--- src/hdl/projectile_drag_euler_step_defines.svh ---
// Assertion macros shared by the projectile drag Euler step RTL.
// No dependencies; taken in by files that carry assertions.
`ifndef PROJECTILE_DRAG_EULER_STEP_DEFINES_SVH
`define PROJECTILE_DRAG_EULER_STEP_DEFINES_SVH

// same-cycle implication
`define PDES_ASSERT_NOW(label, clk, rst_n, ante, cons, msg) \
    label: assert property (@(posedge clk) disable iff (!rst_n) (ante) |-> (cons)) \
        else $error(msg);

// next-cycle implication
`define PDES_ASSERT_NEXT(label, clk, rst_n, ante, cons, msg) \
    label: assert property (@(posedge clk) disable iff (!rst_n) (ante) |=> (cons)) \
        else $error(msg);

`endif

--- src/hdl/pdes_pkg.sv ---
// Package for the projectile drag Euler step: widths, codes, types,
// reset values and fixed-point helper functions. No dependencies.
package pdes_pkg;

    localparam int WORD_BITS     = 32;
    localparam int FRAC_BITS     = 16;
    localparam int GRAV_BITS     = 24;
    localparam int DRAG_BITS     = 16;
    localparam int CFG_IDX_BITS  = 3;
    localparam int CFG_DATA_BITS = 32;

    typedef logic signed [WORD_BITS-1:0] t_word;

    localparam t_word MAXW = {1'b0, {(WORD_BITS-1){1'b1}}};
    localparam t_word MINW = {1'b1, {(WORD_BITS-1){1'b0}}};

    localparam logic [GRAV_BITS-1:0] RST_GRAVITY  = GRAV_BITS'(642253);
    localparam logic [DRAG_BITS-1:0] RST_DRAG     = DRAG_BITS'(257);
    localparam t_word                RST_WIND     = t_word'(-131072);
    localparam t_word                RST_START_X  = t_word'(0);
    localparam t_word                RST_START_Z  = t_word'(262144000);
    localparam t_word                RST_START_VX = t_word'(2621440);
    localparam t_word                RST_START_VY = t_word'(0);
    localparam t_word                RST_START_VZ = t_word'(0);

    typedef enum logic [CFG_IDX_BITS-1:0] {
        CFG_GRAVITY_STEP  = 3'd0,
        CFG_DRAG_PER_MASS = 3'd1,
        CFG_WIND_DRIFT    = 3'd2,
        CFG_START_X       = 3'd3,
        CFG_START_Z       = 3'd4,
        CFG_START_VX      = 3'd5,
        CFG_START_VY      = 3'd6,
        CFG_START_VZ      = 3'd7
    } t_cfg_reg;

    typedef enum logic [4:0] {
        S_IDLE,
        S_SQ_X,
        S_SQ_Y,
        S_SQ_Z,
        S_SUM,
        S_ROOT,
        S_DRAG,
        S_KROUND,
        S_AMUL,
        S_AROUND,
        S_GRAV,
        S_VUPD,
        S_PX,
        S_WIND,
        S_PY,
        S_PZ,
        S_DONE
    } t_state;

    typedef enum logic [1:0] {
        AX_X,
        AX_Y,
        AX_Z
    } t_axis;

    typedef struct packed {
        logic [GRAV_BITS-1:0] gravity_step;
        logic [DRAG_BITS-1:0] drag_per_mass;
        t_word                wind_drift;
        t_word                start_x;
        t_word                start_z;
        t_word                start_vx;
        t_word                start_vy;
        t_word                start_vz;
    } t_cfg;

    typedef struct packed {
        t_word pos_x;
        t_word pos_y;
        t_word pos_z;
        t_word vel_x;
        t_word vel_y;
        t_word vel_z;
        logic  saturated;
    } t_res;

    typedef struct packed {
        logic  sat;
        t_word val;
    } t_sat_word;

    function automatic logic [WORD_BITS-1:0] mag(input t_word a);
        mag = a[WORD_BITS-1] ? (~a + 1'b1) : a;
    endfunction

    function automatic t_sat_word sat_add(input t_word a, input t_word b);
        logic [WORD_BITS:0] s;
        t_sat_word          r;
        s     = {a[WORD_BITS-1], a} + {b[WORD_BITS-1], b};
        r.sat = s[WORD_BITS] != s[WORD_BITS-1];
        if (r.sat) begin
            r.val = s[WORD_BITS] ? MINW : MAXW;
        end else begin
            r.val = s[WORD_BITS-1:0];
        end
        return r;
    endfunction

    // round magnitude product to nearest (ties away), apply sign, clip
    function automatic t_sat_word mulq_round(input logic [2*WORD_BITS-1:0] p,
                                             input logic neg);
        logic [2*WORD_BITS-1:0]           q;
        logic [WORD_BITS-FRAC_BITS:0]     hi;
        logic [WORD_BITS-2:0]             lo;
        t_sat_word                        r;
        q  = p + {{(2*WORD_BITS-FRAC_BITS){1'b0}}, 1'b1, {(FRAC_BITS-1){1'b0}}};
        hi = q[2*WORD_BITS-1:WORD_BITS-1+FRAC_BITS];
        lo = q[WORD_BITS-2+FRAC_BITS:FRAC_BITS];
        if (!neg) begin
            r.sat = hi != '0;
            r.val = r.sat ? MAXW : t_word'({1'b0, lo});
        end else if (hi == '0) begin
            r.sat = 1'b0;
            r.val = -t_word'({1'b0, lo});
        end else begin
            r.sat = !(hi == {{(WORD_BITS-FRAC_BITS){1'b0}}, 1'b1} && lo == '0);
            r.val = MINW;
        end
        return r;
    endfunction

endpackage

--- src/hdl/pdes_if.sv ---
// Channel interfaces: tick input, state result and register write.
// Depends on pdes_pkg.
interface pdes_in_if;
    logic valid;
    logic ready;
    logic restart;

    modport source(output valid, output restart, input ready);
    modport sink(input valid, input restart, output ready);
endinterface

interface pdes_out_if;
    logic                  valid;
    logic                  ready;
    pdes_pkg::t_word       pos_x;
    pdes_pkg::t_word       pos_y;
    pdes_pkg::t_word       pos_z;
    pdes_pkg::t_word       vel_x;
    pdes_pkg::t_word       vel_y;
    pdes_pkg::t_word       vel_z;
    logic                  saturated;

    modport source(output valid, output pos_x, output pos_y, output pos_z,
                   output vel_x, output vel_y, output vel_z, output saturated,
                   input ready);
    modport sink(input valid, input pos_x, input pos_y, input pos_z,
                 input vel_x, input vel_y, input vel_z, input saturated,
                 output ready);
endinterface

interface pdes_cfg_if;
    logic                                  valid;
    logic                                  ready;
    logic [pdes_pkg::CFG_IDX_BITS-1:0]     index;
    logic [pdes_pkg::CFG_DATA_BITS-1:0]    data;

    modport source(output valid, output index, output data, input ready);
    modport sink(input valid, input index, input data, output ready);
endinterface

--- src/hdl/pdes_sqrt.sv ---
// Iterative floor square root, one result bit per cycle.
// Depends on pdes_pkg.
module pdes_sqrt (
    input  logic                                i_clk,
    input  logic                                i_rst_n,
    input  logic                                i_start,
    input  logic [2*pdes_pkg::WORD_BITS-1:0]    i_rad,
    output logic                                o_done,
    output logic [pdes_pkg::WORD_BITS-1:0]      o_root
);
    localparam int W        = pdes_pkg::WORD_BITS;
    localparam int CNT_BITS = $clog2(W);

    logic [2*W-1:0]    r_rad, n_rad;
    logic [W:0]        r_rem, n_rem;
    logic [W-1:0]      r_root, n_root;
    logic [CNT_BITS-1:0] r_cnt, n_cnt;
    logic              r_busy, n_busy;
    logic              r_done, n_done;
    logic [W+2:0]      cand;
    logic [W+2:0]      trial;
    logic              ge;

    always_comb begin
        cand   = {r_rem, r_rad[2*W-1:2*W-2]};
        trial  = {1'b0, r_root, 2'b01};
        ge     = cand >= trial;
        n_rad  = r_rad;
        n_rem  = r_rem;
        n_root = r_root;
        n_cnt  = r_cnt;
        n_busy = r_busy;
        n_done = 1'b0;
        if (i_start) begin
            n_rad  = i_rad;
            n_rem  = '0;
            n_root = '0;
            n_cnt  = CNT_BITS'(W-1);
            n_busy = 1'b1;
        end else if (r_busy) begin
            n_rad  = {r_rad[2*W-3:0], 2'b00};
            n_rem  = ge ? (W+1)'(cand - trial) : (W+1)'(cand);
            n_root = {r_root[W-2:0], ge};
            n_cnt  = r_cnt - 1'b1;
            if (r_cnt == '0) begin
                n_busy = 1'b0;
                n_done = 1'b1;
            end
        end
    end

    always_ff @(posedge i_clk) begin
        r_rad  <= n_rad;
        r_rem  <= n_rem;
        r_root <= n_root;
        r_cnt  <= n_cnt;
        if (!i_rst_n) begin
            r_busy <= 1'b0;
            r_done <= 1'b0;
        end else begin
            r_busy <= n_busy;
            r_done <= n_done;
        end
    end

    assign o_done = r_done;
    assign o_root = r_root;
endmodule

--- src/hdl/pdes_engine.sv ---
// Step sequencer with the shared multiplier and saturating adder; holds
// the point-mass state. Depends on pdes_pkg, pdes_sqrt and projectile_drag_euler_step_defines.svh.
`include "projectile_drag_euler_step_defines.svh"

module pdes_engine (
    input  logic               i_clk,
    input  logic               i_rst_n,
    input  logic               i_start,
    input  logic               i_restart,
    input  pdes_pkg::t_cfg     i_cfg,
    input  logic               i_out_free,
    output logic               o_idle,
    output logic               o_done,
    output pdes_pkg::t_res     o_res
);
    localparam int W = pdes_pkg::WORD_BITS;

    pdes_pkg::t_state  r_state, n_state;
    pdes_pkg::t_axis   r_axis, n_axis;
    logic              r_sat, n_sat;
    pdes_pkg::t_word   r_px, n_px, r_py, n_py, r_pz, n_pz;
    pdes_pkg::t_word   r_vx, n_vx, r_vy, n_vy, r_vz, n_vz;
    logic [2*W-1:0]    r_prod, n_prod;
    logic [2*W-1:0]    r_acc, n_acc;
    pdes_pkg::t_word   r_speed, n_speed;
    pdes_pkg::t_word   r_k, n_k;
    pdes_pkg::t_word   r_a, n_a;

    logic [W-1:0]        mul_a, mul_b;
    pdes_pkg::t_word     add_a, add_b;
    pdes_pkg::t_sat_word add_res;
    pdes_pkg::t_sat_word mq_res;
    pdes_pkg::t_word     v_sel;
    pdes_pkg::t_word     neg_g;
    logic                sqrt_start;
    logic                sqrt_done;
    logic [W-1:0]        sqrt_root;

    pdes_sqrt u_sqrt (
        .i_clk   (i_clk),
        .i_rst_n (i_rst_n),
        .i_start (sqrt_start),
        .i_rad   (r_acc + r_prod),
        .o_done  (sqrt_done),
        .o_root  (sqrt_root)
    );

    always_comb begin
        case (r_axis)
            pdes_pkg::AX_X: v_sel = r_vx;
            pdes_pkg::AX_Y: v_sel = r_vy;
            pdes_pkg::AX_Z: v_sel = r_vz;
            default:        v_sel = r_vz;
        endcase
        neg_g = pdes_pkg::t_word'(-$signed({1'b0, i_cfg.gravity_step}));

        mul_a = '0;
        mul_b = '0;
        add_a = r_a;
        add_b = r_a;
        case (r_state)
            pdes_pkg::S_SQ_X: begin
                mul_a = pdes_pkg::mag(r_vx);
                mul_b = pdes_pkg::mag(r_vx);
            end
            pdes_pkg::S_SQ_Y: begin
                mul_a = pdes_pkg::mag(r_vy);
                mul_b = pdes_pkg::mag(r_vy);
            end
            pdes_pkg::S_SQ_Z: begin
                mul_a = pdes_pkg::mag(r_vz);
                mul_b = pdes_pkg::mag(r_vz);
            end
            pdes_pkg::S_DRAG: begin
                mul_a = r_speed;
                mul_b = W'(i_cfg.drag_per_mass);
            end
            pdes_pkg::S_AMUL: begin
                mul_a = pdes_pkg::mag(v_sel);
                mul_b = r_k;
            end
            pdes_pkg::S_GRAV: begin
                add_a = r_a;
                add_b = neg_g;
            end
            pdes_pkg::S_VUPD: begin
                add_a = v_sel;
                add_b = r_a;
            end
            pdes_pkg::S_PX: begin
                add_a = r_px;
                add_b = r_vx;
            end
            pdes_pkg::S_WIND: begin
                add_a = r_px;
                add_b = i_cfg.wind_drift;
            end
            pdes_pkg::S_PY: begin
                add_a = r_py;
                add_b = r_vy;
            end
            pdes_pkg::S_PZ: begin
                add_a = r_pz;
                add_b = r_vz;
            end
            default: begin
                mul_a = '0;
            end
        endcase
        add_res = pdes_pkg::sat_add(add_a, add_b);
        mq_res  = pdes_pkg::mulq_round(r_prod,
                                       (r_state == pdes_pkg::S_AROUND) && !v_sel[W-1]);
    end

    always_comb begin
        n_state    = r_state;
        n_axis     = r_axis;
        n_sat      = r_sat;
        n_px       = r_px;
        n_py       = r_py;
        n_pz       = r_pz;
        n_vx       = r_vx;
        n_vy       = r_vy;
        n_vz       = r_vz;
        n_prod     = (2*W)'(mul_a) * (2*W)'(mul_b);
        n_acc      = r_acc;
        n_speed    = r_speed;
        n_k        = r_k;
        n_a        = r_a;
        sqrt_start = 1'b0;
        o_done     = 1'b0;
        case (r_state)
            pdes_pkg::S_IDLE: begin
                if (i_start) begin
                    n_sat = 1'b0;
                    if (i_restart) begin
                        n_px    = i_cfg.start_x;
                        n_py    = '0;
                        n_pz    = i_cfg.start_z;
                        n_vx    = i_cfg.start_vx;
                        n_vy    = i_cfg.start_vy;
                        n_vz    = i_cfg.start_vz;
                        n_state = pdes_pkg::S_DONE;
                    end else begin
                        n_state = pdes_pkg::S_SQ_X;
                    end
                end
            end
            pdes_pkg::S_SQ_X: n_state = pdes_pkg::S_SQ_Y;
            pdes_pkg::S_SQ_Y: begin
                n_acc   = r_prod;
                n_state = pdes_pkg::S_SQ_Z;
            end
            pdes_pkg::S_SQ_Z: begin
                n_acc   = r_acc + r_prod;
                n_state = pdes_pkg::S_SUM;
            end
            pdes_pkg::S_SUM: begin
                sqrt_start = 1'b1;
                n_state    = pdes_pkg::S_ROOT;
            end
            pdes_pkg::S_ROOT: begin
                if (sqrt_done) begin
                    n_speed = sqrt_root[W-1] ? pdes_pkg::MAXW : sqrt_root;
                    n_sat   = r_sat | sqrt_root[W-1];
                    n_state = pdes_pkg::S_DRAG;
                end
            end
            pdes_pkg::S_DRAG: n_state = pdes_pkg::S_KROUND;
            pdes_pkg::S_KROUND: begin
                n_k     = mq_res.val;
                n_sat   = r_sat | mq_res.sat;
                n_axis  = pdes_pkg::AX_X;
                n_state = pdes_pkg::S_AMUL;
            end
            pdes_pkg::S_AMUL: n_state = pdes_pkg::S_AROUND;
            pdes_pkg::S_AROUND: begin
                n_a     = mq_res.val;
                n_sat   = r_sat | mq_res.sat;
                n_state = (r_axis == pdes_pkg::AX_Z) ? pdes_pkg::S_GRAV : pdes_pkg::S_VUPD;
            end
            pdes_pkg::S_GRAV: begin
                n_a     = add_res.val;
                n_sat   = r_sat | add_res.sat;
                n_state = pdes_pkg::S_VUPD;
            end
            pdes_pkg::S_VUPD: begin
                n_sat = r_sat | add_res.sat;
                case (r_axis)
                    pdes_pkg::AX_X: begin
                        n_vx    = add_res.val;
                        n_axis  = pdes_pkg::AX_Y;
                        n_state = pdes_pkg::S_AMUL;
                    end
                    pdes_pkg::AX_Y: begin
                        n_vy    = add_res.val;
                        n_axis  = pdes_pkg::AX_Z;
                        n_state = pdes_pkg::S_AMUL;
                    end
                    default: begin
                        n_vz    = add_res.val;
                        n_state = pdes_pkg::S_PX;
                    end
                endcase
            end
            pdes_pkg::S_PX: begin
                n_px    = add_res.val;
                n_sat   = r_sat | add_res.sat;
                n_state = pdes_pkg::S_WIND;
            end
            pdes_pkg::S_WIND: begin
                n_px    = add_res.val;
                n_sat   = r_sat | add_res.sat;
                n_state = pdes_pkg::S_PY;
            end
            pdes_pkg::S_PY: begin
                n_py    = add_res.val;
                n_sat   = r_sat | add_res.sat;
                n_state = pdes_pkg::S_PZ;
            end
            pdes_pkg::S_PZ: begin
                n_pz    = add_res.val;
                n_sat   = r_sat | add_res.sat;
                n_state = pdes_pkg::S_DONE;
            end
            pdes_pkg::S_DONE: begin
                if (i_out_free) begin
                    o_done  = 1'b1;
                    n_state = pdes_pkg::S_IDLE;
                end
            end
            default: n_state = pdes_pkg::S_IDLE;
        endcase
    end

    always_ff @(posedge i_clk) begin
        r_prod  <= n_prod;
        r_acc   <= n_acc;
        r_speed <= n_speed;
        r_k     <= n_k;
        r_a     <= n_a;
        r_axis  <= n_axis;
        if (!i_rst_n) begin
            r_state <= pdes_pkg::S_IDLE;
            r_sat   <= 1'b0;
            r_px    <= pdes_pkg::RST_START_X;
            r_py    <= '0;
            r_pz    <= pdes_pkg::RST_START_Z;
            r_vx    <= pdes_pkg::RST_START_VX;
            r_vy    <= pdes_pkg::RST_START_VY;
            r_vz    <= pdes_pkg::RST_START_VZ;
        end else begin
            r_state <= n_state;
            r_sat   <= n_sat;
            r_px    <= n_px;
            r_py    <= n_py;
            r_pz    <= n_pz;
            r_vx    <= n_vx;
            r_vy    <= n_vy;
            r_vz    <= n_vz;
        end
    end

    assign o_idle          = r_state == pdes_pkg::S_IDLE;
    assign o_res.pos_x     = r_px;
    assign o_res.pos_y     = r_py;
    assign o_res.pos_z     = r_pz;
    assign o_res.vel_x     = r_vx;
    assign o_res.vel_y     = r_vy;
    assign o_res.vel_z     = r_vz;
    assign o_res.saturated = r_sat;

    `PDES_ASSERT_NEXT(a_restart_load, i_clk, i_rst_n,
        r_state == pdes_pkg::S_IDLE && i_start && i_restart,
        r_state == pdes_pkg::S_DONE && !r_sat && r_py == '0,
        "restart did not load the start state")
    `PDES_ASSERT_NEXT(a_done_idle, i_clk, i_rst_n, o_done,
        r_state == pdes_pkg::S_IDLE, "sequencer not idle after handing over word")
    `PDES_ASSERT_NOW(a_root_wait, i_clk, i_rst_n, sqrt_done,
        r_state == pdes_pkg::S_ROOT, "square root finished outside its wait state")
    `PDES_ASSERT_NEXT(a_axis_step, i_clk, i_rst_n,
        r_state == pdes_pkg::S_VUPD && r_axis != pdes_pkg::AX_Z,
        r_state == pdes_pkg::S_AMUL, "velocity update skipped an axis")
endmodule

--- src/hdl/projectile_drag_euler_step.sv ---
// A restart word loads the start state and goes straight to the done state; a step word runs
// the sequencer, which waits on the 32-step bit-serial square root and otherwise drives the
// shared multiplier and adder. A result is handed over once the output register is free.
// Input is ready again in the same cycle that a result is presented, and a new word is taken
// while a result waits; the engine stalls in its done state while an unread result is held.
// Reset (synchronous, active low) loads register reset values and start state.
module projectile_drag_euler_step (
    input  logic        i_clk,
    input  logic        i_rst_n,
    pdes_in_if.sink     i_in,
    pdes_out_if.source  o_out,
    pdes_cfg_if.sink    i_cfg
);
    pdes_pkg::t_cfg  r_cfg, n_cfg;
    logic            r_ovalid, n_ovalid;
    pdes_pkg::t_res  r_ores, n_ores;
    logic            eng_idle;
    logic            eng_done;
    logic            out_free;
    pdes_pkg::t_res  eng_res;

    assign out_free    = !r_ovalid || o_out.ready;
    assign i_in.ready  = eng_idle;
    assign i_cfg.ready = 1'b1;

    pdes_engine u_engine (
        .i_clk      (i_clk),
        .i_rst_n    (i_rst_n),
        .i_start    (i_in.valid && eng_idle),
        .i_restart  (i_in.restart),
        .i_cfg      (r_cfg),
        .i_out_free (out_free),
        .o_idle     (eng_idle),
        .o_done     (eng_done),
        .o_res      (eng_res)
    );

    always_comb begin
        n_cfg = r_cfg;
        if (i_cfg.valid) begin
            case (pdes_pkg::t_cfg_reg'(i_cfg.index))
                pdes_pkg::CFG_GRAVITY_STEP:
                    n_cfg.gravity_step = i_cfg.data[pdes_pkg::GRAV_BITS-1:0];
                pdes_pkg::CFG_DRAG_PER_MASS:
                    n_cfg.drag_per_mass = i_cfg.data[pdes_pkg::DRAG_BITS-1:0];
                pdes_pkg::CFG_WIND_DRIFT: n_cfg.wind_drift = i_cfg.data;
                pdes_pkg::CFG_START_X:    n_cfg.start_x    = i_cfg.data;
                pdes_pkg::CFG_START_Z:    n_cfg.start_z    = i_cfg.data;
                pdes_pkg::CFG_START_VX:   n_cfg.start_vx   = i_cfg.data;
                pdes_pkg::CFG_START_VY:   n_cfg.start_vy   = i_cfg.data;
                pdes_pkg::CFG_START_VZ:   n_cfg.start_vz   = i_cfg.data;
                default:                  n_cfg = r_cfg;
            endcase
        end

        n_ovalid = r_ovalid;
        n_ores   = r_ores;
        if (eng_done) begin
            n_ovalid = 1'b1;
            n_ores   = eng_res;
        end else if (o_out.ready) begin
            n_ovalid = 1'b0;
        end
    end

    always_ff @(posedge i_clk) begin
        r_ores <= n_ores;
        if (!i_rst_n) begin
            r_cfg.gravity_step  <= pdes_pkg::RST_GRAVITY;
            r_cfg.drag_per_mass <= pdes_pkg::RST_DRAG;
            r_cfg.wind_drift    <= pdes_pkg::RST_WIND;
            r_cfg.start_x       <= pdes_pkg::RST_START_X;
            r_cfg.start_z       <= pdes_pkg::RST_START_Z;
            r_cfg.start_vx      <= pdes_pkg::RST_START_VX;
            r_cfg.start_vy      <= pdes_pkg::RST_START_VY;
            r_cfg.start_vz      <= pdes_pkg::RST_START_VZ;
            r_ovalid            <= 1'b0;
        end else begin
            r_cfg    <= n_cfg;
            r_ovalid <= n_ovalid;
        end
    end

    assign o_out.valid     = r_ovalid;
    assign o_out.pos_x     = r_ores.pos_x;
    assign o_out.pos_y     = r_ores.pos_y;
    assign o_out.pos_z     = r_ores.pos_z;
    assign o_out.vel_x     = r_ores.vel_x;
    assign o_out.vel_y     = r_ores.vel_y;
    assign o_out.vel_z     = r_ores.vel_z;
    assign o_out.saturated = r_ores.saturated;
endmodule

--- src/flat_wrapper.sv ---
// flat-port wrapper written by rule: the top's interface ports become plain ports
module projectile_drag_euler_step_flat 
  (i_clk, i_rst_n, i_in_valid, i_in_restart, i_in_ready, o_out_valid, o_out_pos_x, o_out_pos_y, o_out_pos_z, o_out_vel_x, o_out_vel_y, o_out_vel_z, o_out_saturated, o_out_ready, i_cfg_valid, i_cfg_index, i_cfg_data, i_cfg_ready);
  pdes_in_if i_in_i ();
  pdes_out_if o_out_i ();
  pdes_cfg_if i_cfg_i ();
  input  logic i_clk;
  input  logic i_rst_n;
  input wire logic [$bits(i_in_i.valid)-1:0] i_in_valid;
  input wire logic [$bits(i_in_i.restart)-1:0] i_in_restart;
  output wire logic [$bits(i_in_i.ready)-1:0] i_in_ready;
  output wire logic [$bits(o_out_i.valid)-1:0] o_out_valid;
  output wire logic [$bits(o_out_i.pos_x)-1:0] o_out_pos_x;
  output wire logic [$bits(o_out_i.pos_y)-1:0] o_out_pos_y;
  output wire logic [$bits(o_out_i.pos_z)-1:0] o_out_pos_z;
  output wire logic [$bits(o_out_i.vel_x)-1:0] o_out_vel_x;
  output wire logic [$bits(o_out_i.vel_y)-1:0] o_out_vel_y;
  output wire logic [$bits(o_out_i.vel_z)-1:0] o_out_vel_z;
  output wire logic [$bits(o_out_i.saturated)-1:0] o_out_saturated;
  input wire logic [$bits(o_out_i.ready)-1:0] o_out_ready;
  input wire logic [$bits(i_cfg_i.valid)-1:0] i_cfg_valid;
  input wire logic [$bits(i_cfg_i.index)-1:0] i_cfg_index;
  input wire logic [$bits(i_cfg_i.data)-1:0] i_cfg_data;
  output wire logic [$bits(i_cfg_i.ready)-1:0] i_cfg_ready;
  assign i_in_i.valid = i_in_valid;
  assign i_in_i.restart = i_in_restart;
  assign i_in_ready = i_in_i.ready;
  assign o_out_valid = o_out_i.valid;
  assign o_out_pos_x = o_out_i.pos_x;
  assign o_out_pos_y = o_out_i.pos_y;
  assign o_out_pos_z = o_out_i.pos_z;
  assign o_out_vel_x = o_out_i.vel_x;
  assign o_out_vel_y = o_out_i.vel_y;
  assign o_out_vel_z = o_out_i.vel_z;
  assign o_out_saturated = o_out_i.saturated;
  assign o_out_i.ready = o_out_ready;
  assign i_cfg_i.valid = i_cfg_valid;
  assign i_cfg_i.index = i_cfg_index;
  assign i_cfg_i.data = i_cfg_data;
  assign i_cfg_ready = i_cfg_i.ready;
  projectile_drag_euler_step u_core (.i_clk(i_clk), .i_rst_n(i_rst_n), .i_in(i_in_i), .o_out(o_out_i), .i_cfg(i_cfg_i));
endmodule
--- config.mk ---
export PLATFORM = sky130hd
export DESIGN_NAME = projectile_drag_euler_step_flat
export DESIGN_NICKNAME = d
export VERILOG_FILES = /design/src/hdl/pdes_pkg.sv /design/src/hdl/pdes_if.sv /design/src/hdl/pdes_sqrt.sv /design/src/hdl/pdes_engine.sv /design/src/hdl/projectile_drag_euler_step.sv /design/src/flat_wrapper.sv
export VERILOG_INCLUDE_DIRS = /design/src /design/src/hdl
export SDC_FILE = /design/constraint.sdc
export NUM_CORES = 2
export LEC_CHECK = 0
export BUFFER_PORTS_ARGS = -buffer_cell sky130_fd_sc_hd__buf_2
export CORE_ASPECT_RATIO = 1.2
export CORE_UTILIZATION = 35
export CTS_BUF_LIST = sky130_fd_sc_hd__clkbuf_8
export DETAILED_ROUTE_END_ITERATION = 10
export PLACE_DENSITY = 0.57
export SETUP_SLACK_MARGIN = 0.5
export SLEW_MARGIN = 10
export SYNTH_ARGS = -nofsm -noshare
export SYNTH_HDL_FRONTEND = slang
export SYNTH_SLANG_ARGS = --single-unit
--- constraint.sdc ---
create_clock -name i_clk -period 11.5 [get_ports i_clk]
set_input_delay 0.575 -clock i_clk [delete_from_list [all_inputs] [get_ports i_clk]]
set_output_delay 0.575 -clock i_clk [all_outputs]
set_load 0.01 [all_outputs]
==> impl_metrics.py <==
metrics = {
    "outcome": {
        "status": "finished, violations left",
        "failed_checks": "max-capacitance violations",
    },
    "clock_network": {
        "htreeDepth": 4,
        "numCtsBuffers": 166,
        "cts_tree": "done",
        "clockBufferDepth": 4,
        "cts-root-buf": "clkbuf_8",
        "clkTransAtPathRegs_ns": 0.07,
        "insertion_delay_ns": 0.94,
        "cts.sinks": 985,
    },
    "setup_path": {
        "path_delay_family": "adder cells",
        "crit_top_cell": "fa_1",
        "slowest_stage": "or4_1",
        "cp.arrival_ns": 11.54,
        "cp_max_fo": 18,
        "cp.required_ns": 12.30,
        "start_kind": "flop",
        "endpoint_kind": "flop",
        "cp_num_buf_inv": 6,
        "path_class": "flop to flop",
        "max_stage_delay_ns": 0.67,
    },
    "finish": {
        "drive_above_1_share_pct": 10.0,
        "final-seq-area_mm2": 0.0239,
        "multi_input_area_mm2": 0.0544,
        "instances_no_fill": 13126,
        "final_cell_mix": "nand2_1 (1,792), inv_1 (1,140), fa_1 (898)",
        "fill_cells": 24244,
        "final_common_cell": "nand2_1",
        "final_area_mm2": 0.0934,
        "final_nets": 11154,
        "area_delta_synth_final_pct": 11.1,
        "finish.utilization_pct": 39.2,
    },
    "synth": {
        "syn_area_mm2": 0.0841,
        "yosysWarnings": 0,
        "synthFlopType": "dfxtp_1",
        "yosysSeqAreaShare_pct": 28.4,
        "synth_seq_cells": 985,
        "ys_types": 90,
        "netlist_instances": 9694,
        "synth_edf_count": 418,
        "syn_area_per_cell_um2": 8.68,
        "synth_nets": 11033,
        "async_flop_share_pct": 0,
    },
    "pwr": {
        "switching_share_pct": 33.8,
        "power_switching_uw": 3210,
        "finalPower_uw": 9490,
        "power.density_mw_per_mm2": 102,
        "leakage_uw": 0.0406,
        "intPower_uw": 6280,
        "p_seq_share_pct": 42.6,
        "clockPowerShare_pct": 34.3,
        "p_comb_share_pct": 23.1,
        "ir_worst_vdd_mv": 0.107,
    },
    "sta": {
        "post-route-min-period_ns": 10.74,
        "tightest_slew_ns": 1.46,
        "fmax_ghz": 0.0931,
        "finalHoldViolCount": 0,
        "rsz0062_at_grt": "false",
        "finalSetupViolCount": 0,
        "whs_ns": 0.0450,
        "finalMaxSlewViolations": 0,
        "relSlewSlack_pct": 1.64,
        "skew_ns": 0.127,
        "min_period_over_period_pct": 93.4,
    },
    "detailed_routing": {
        "viasPerCell": 5.71,
        "finalWirelength_um": 361000,
        "postRouteAntennaNets": 0,
        "via_count": 74961,
        "wl_per_cell_um": 27.5,
        "drt-initial-drc-count": 8028,
        "drc": 0,
        "dr.pass1.iters": 6,
    },
    "global_routing": {
        "grt_use_total_pct": 29.1,
        "antenna_found_initial": 34,
        "grt-ovfl-total": 0,
        "grt_pass1_vias": 74775,
        "grt_start_max_net_pins": 148,
        "grt_pass1_wl_um": 520000,
    },
    "place": {
        "gp_congestion": 1.01,
        "hpwl_um": 274000,
        "buffer_ports.inserted": 235,
        "placedCellCount": 12802,
        "place_area_mm2": 0.0898,
    },
    "floorplanning": {
        "io_pins": 237,
        "core-area_mm2": 0.238,
        "die_x_um": 450,
        "start_util_pct": 35.3,
        "die_h_um": 539,
        "die_area_mm2": 0.242,
        "rows": 196,
    },
    "run": {
        "drv_cap": 1,
    },
    "worst_hold_path": {
        "hold_class": "primary input to flop",
    },
}
[power groups by stage]
stage,Combinational (uW),Clock [uW],Sequential [uW]
after CTS,2140,3290,4040
after global routing,2350,3420,4060
final,2190,3250,4050
after detailed placement,2120,0,4110
after global placement,2100,0,4110
after floorplan,1360,0,4080
[worst register-to-register path: cells and delay by family (launching register included)]
kind / cells / cell delay [ns]
AO/OA/AOI/OAI: 12 / 2.38
XOR/XNOR: 2 / 0.27
adder cells (fa/ha/maj): 9 / 4.46
buffers and inverters: 6 / 0.64
flip-flops: 1 / 0.45
AND/OR/NAND/NOR: 5 / 2.38
[Yosys cell counts (196+ instances only)]
master    count  share of area (%)
ha_1        400                5.9
xnor2_1     213                2.2
fa_1        898                 21
clkbuf_1    523                2.3
nand3_1     196                1.2
o21ai_0     389                2.3
edfxtp_1    418                 15
nand2_1    1798                8.0
nor2_1      833                3.7
inv_1      1091                4.9
a21oi_1     598                3.6
dfxtp_1     567                 13
[cells by family after synthesis]
family	after synthesis	synth area share (%)
compound gates	1857	14.2
xor+xnor	355	3.70
fa+ha+maj	1310	27.5
buf+inv	1704	7.73
flops	985	28.4
mux	142	1.76
other cells	1	0.00446
simple gates	3340	16.8
[stage by stage]
stage	setup slack (ns)	TNS [ns]
CTS	0.500	0
finish	0.755	0
detailed placement	-0.216	-0.654
global placement	-0.249	-0.809
global route	0.488	0
floorplan	1.14	0
[area by class of cell]
cell class | count | share of cell area [%]
Multi-Input combinational cell | 7005 | 58.2
Clock buffer | 195 | 2.87
Antenna cell | 15 | 0.0402
Tap cell | 3168 | 4.24
Sequential cell | 985 | 25.6
Inverter | 1091 | 4.39
Timing Repair Buffer | 566 | 4.03
Clock inverter | 101 | 0.647
[layer usage]
metal | GRT usage [%] | part of all wire [%]
met1 | 36.0 | 38
met2 | 45.7 | 45
met3 | 6.59 | 9.8
met4 | 18.7 | 7.4
met5 | 0 | 0.046
[sequential cells by signal, summed over array words and instances, names as in the netlist, 33 cells and up]
register,cells
u_core.r_cfg,232
u_core.u_engine.r_acc,64
u_core.u_engine.r_prod,64
u_core.u_engine.u_sqrt.r_rad,64
u_core.u_engine.u_sqrt.r_rem,33
[final timing paths]
kind | start | to | slack, ns | cells past startpoint
setup / recovery | u_core.u_engine.r_vx[10] | u_core.u_engine.r_prod[61] | 0.76 | 34
hold / removal | i_cfg_data[17] | u_core.r_cfg[17] | 0.05 | 3
setup reg to reg | u_core.u_engine.r_vx[10] | u_core.u_engine.r_prod[61] | 0.76 | 34
hold reg to reg | u_core.r_cfg[152] | u_core.u_engine.r_px[24] | 0.41 | 2
[what timing repair did]
| action | in CTS | in global routing |
|---|---|---|
| pin swaps | 0 | 3 |
| setup endpoints to repair | 31 | 26 |
| resized for setup | 21 | 34 |
| hold endpoints to repair | 37 | 0 |
| setup buffers | 0 | 3 |
| hold buffers | 10 | 0 |
Note: power is estimated with default switching activity, not from simulation.
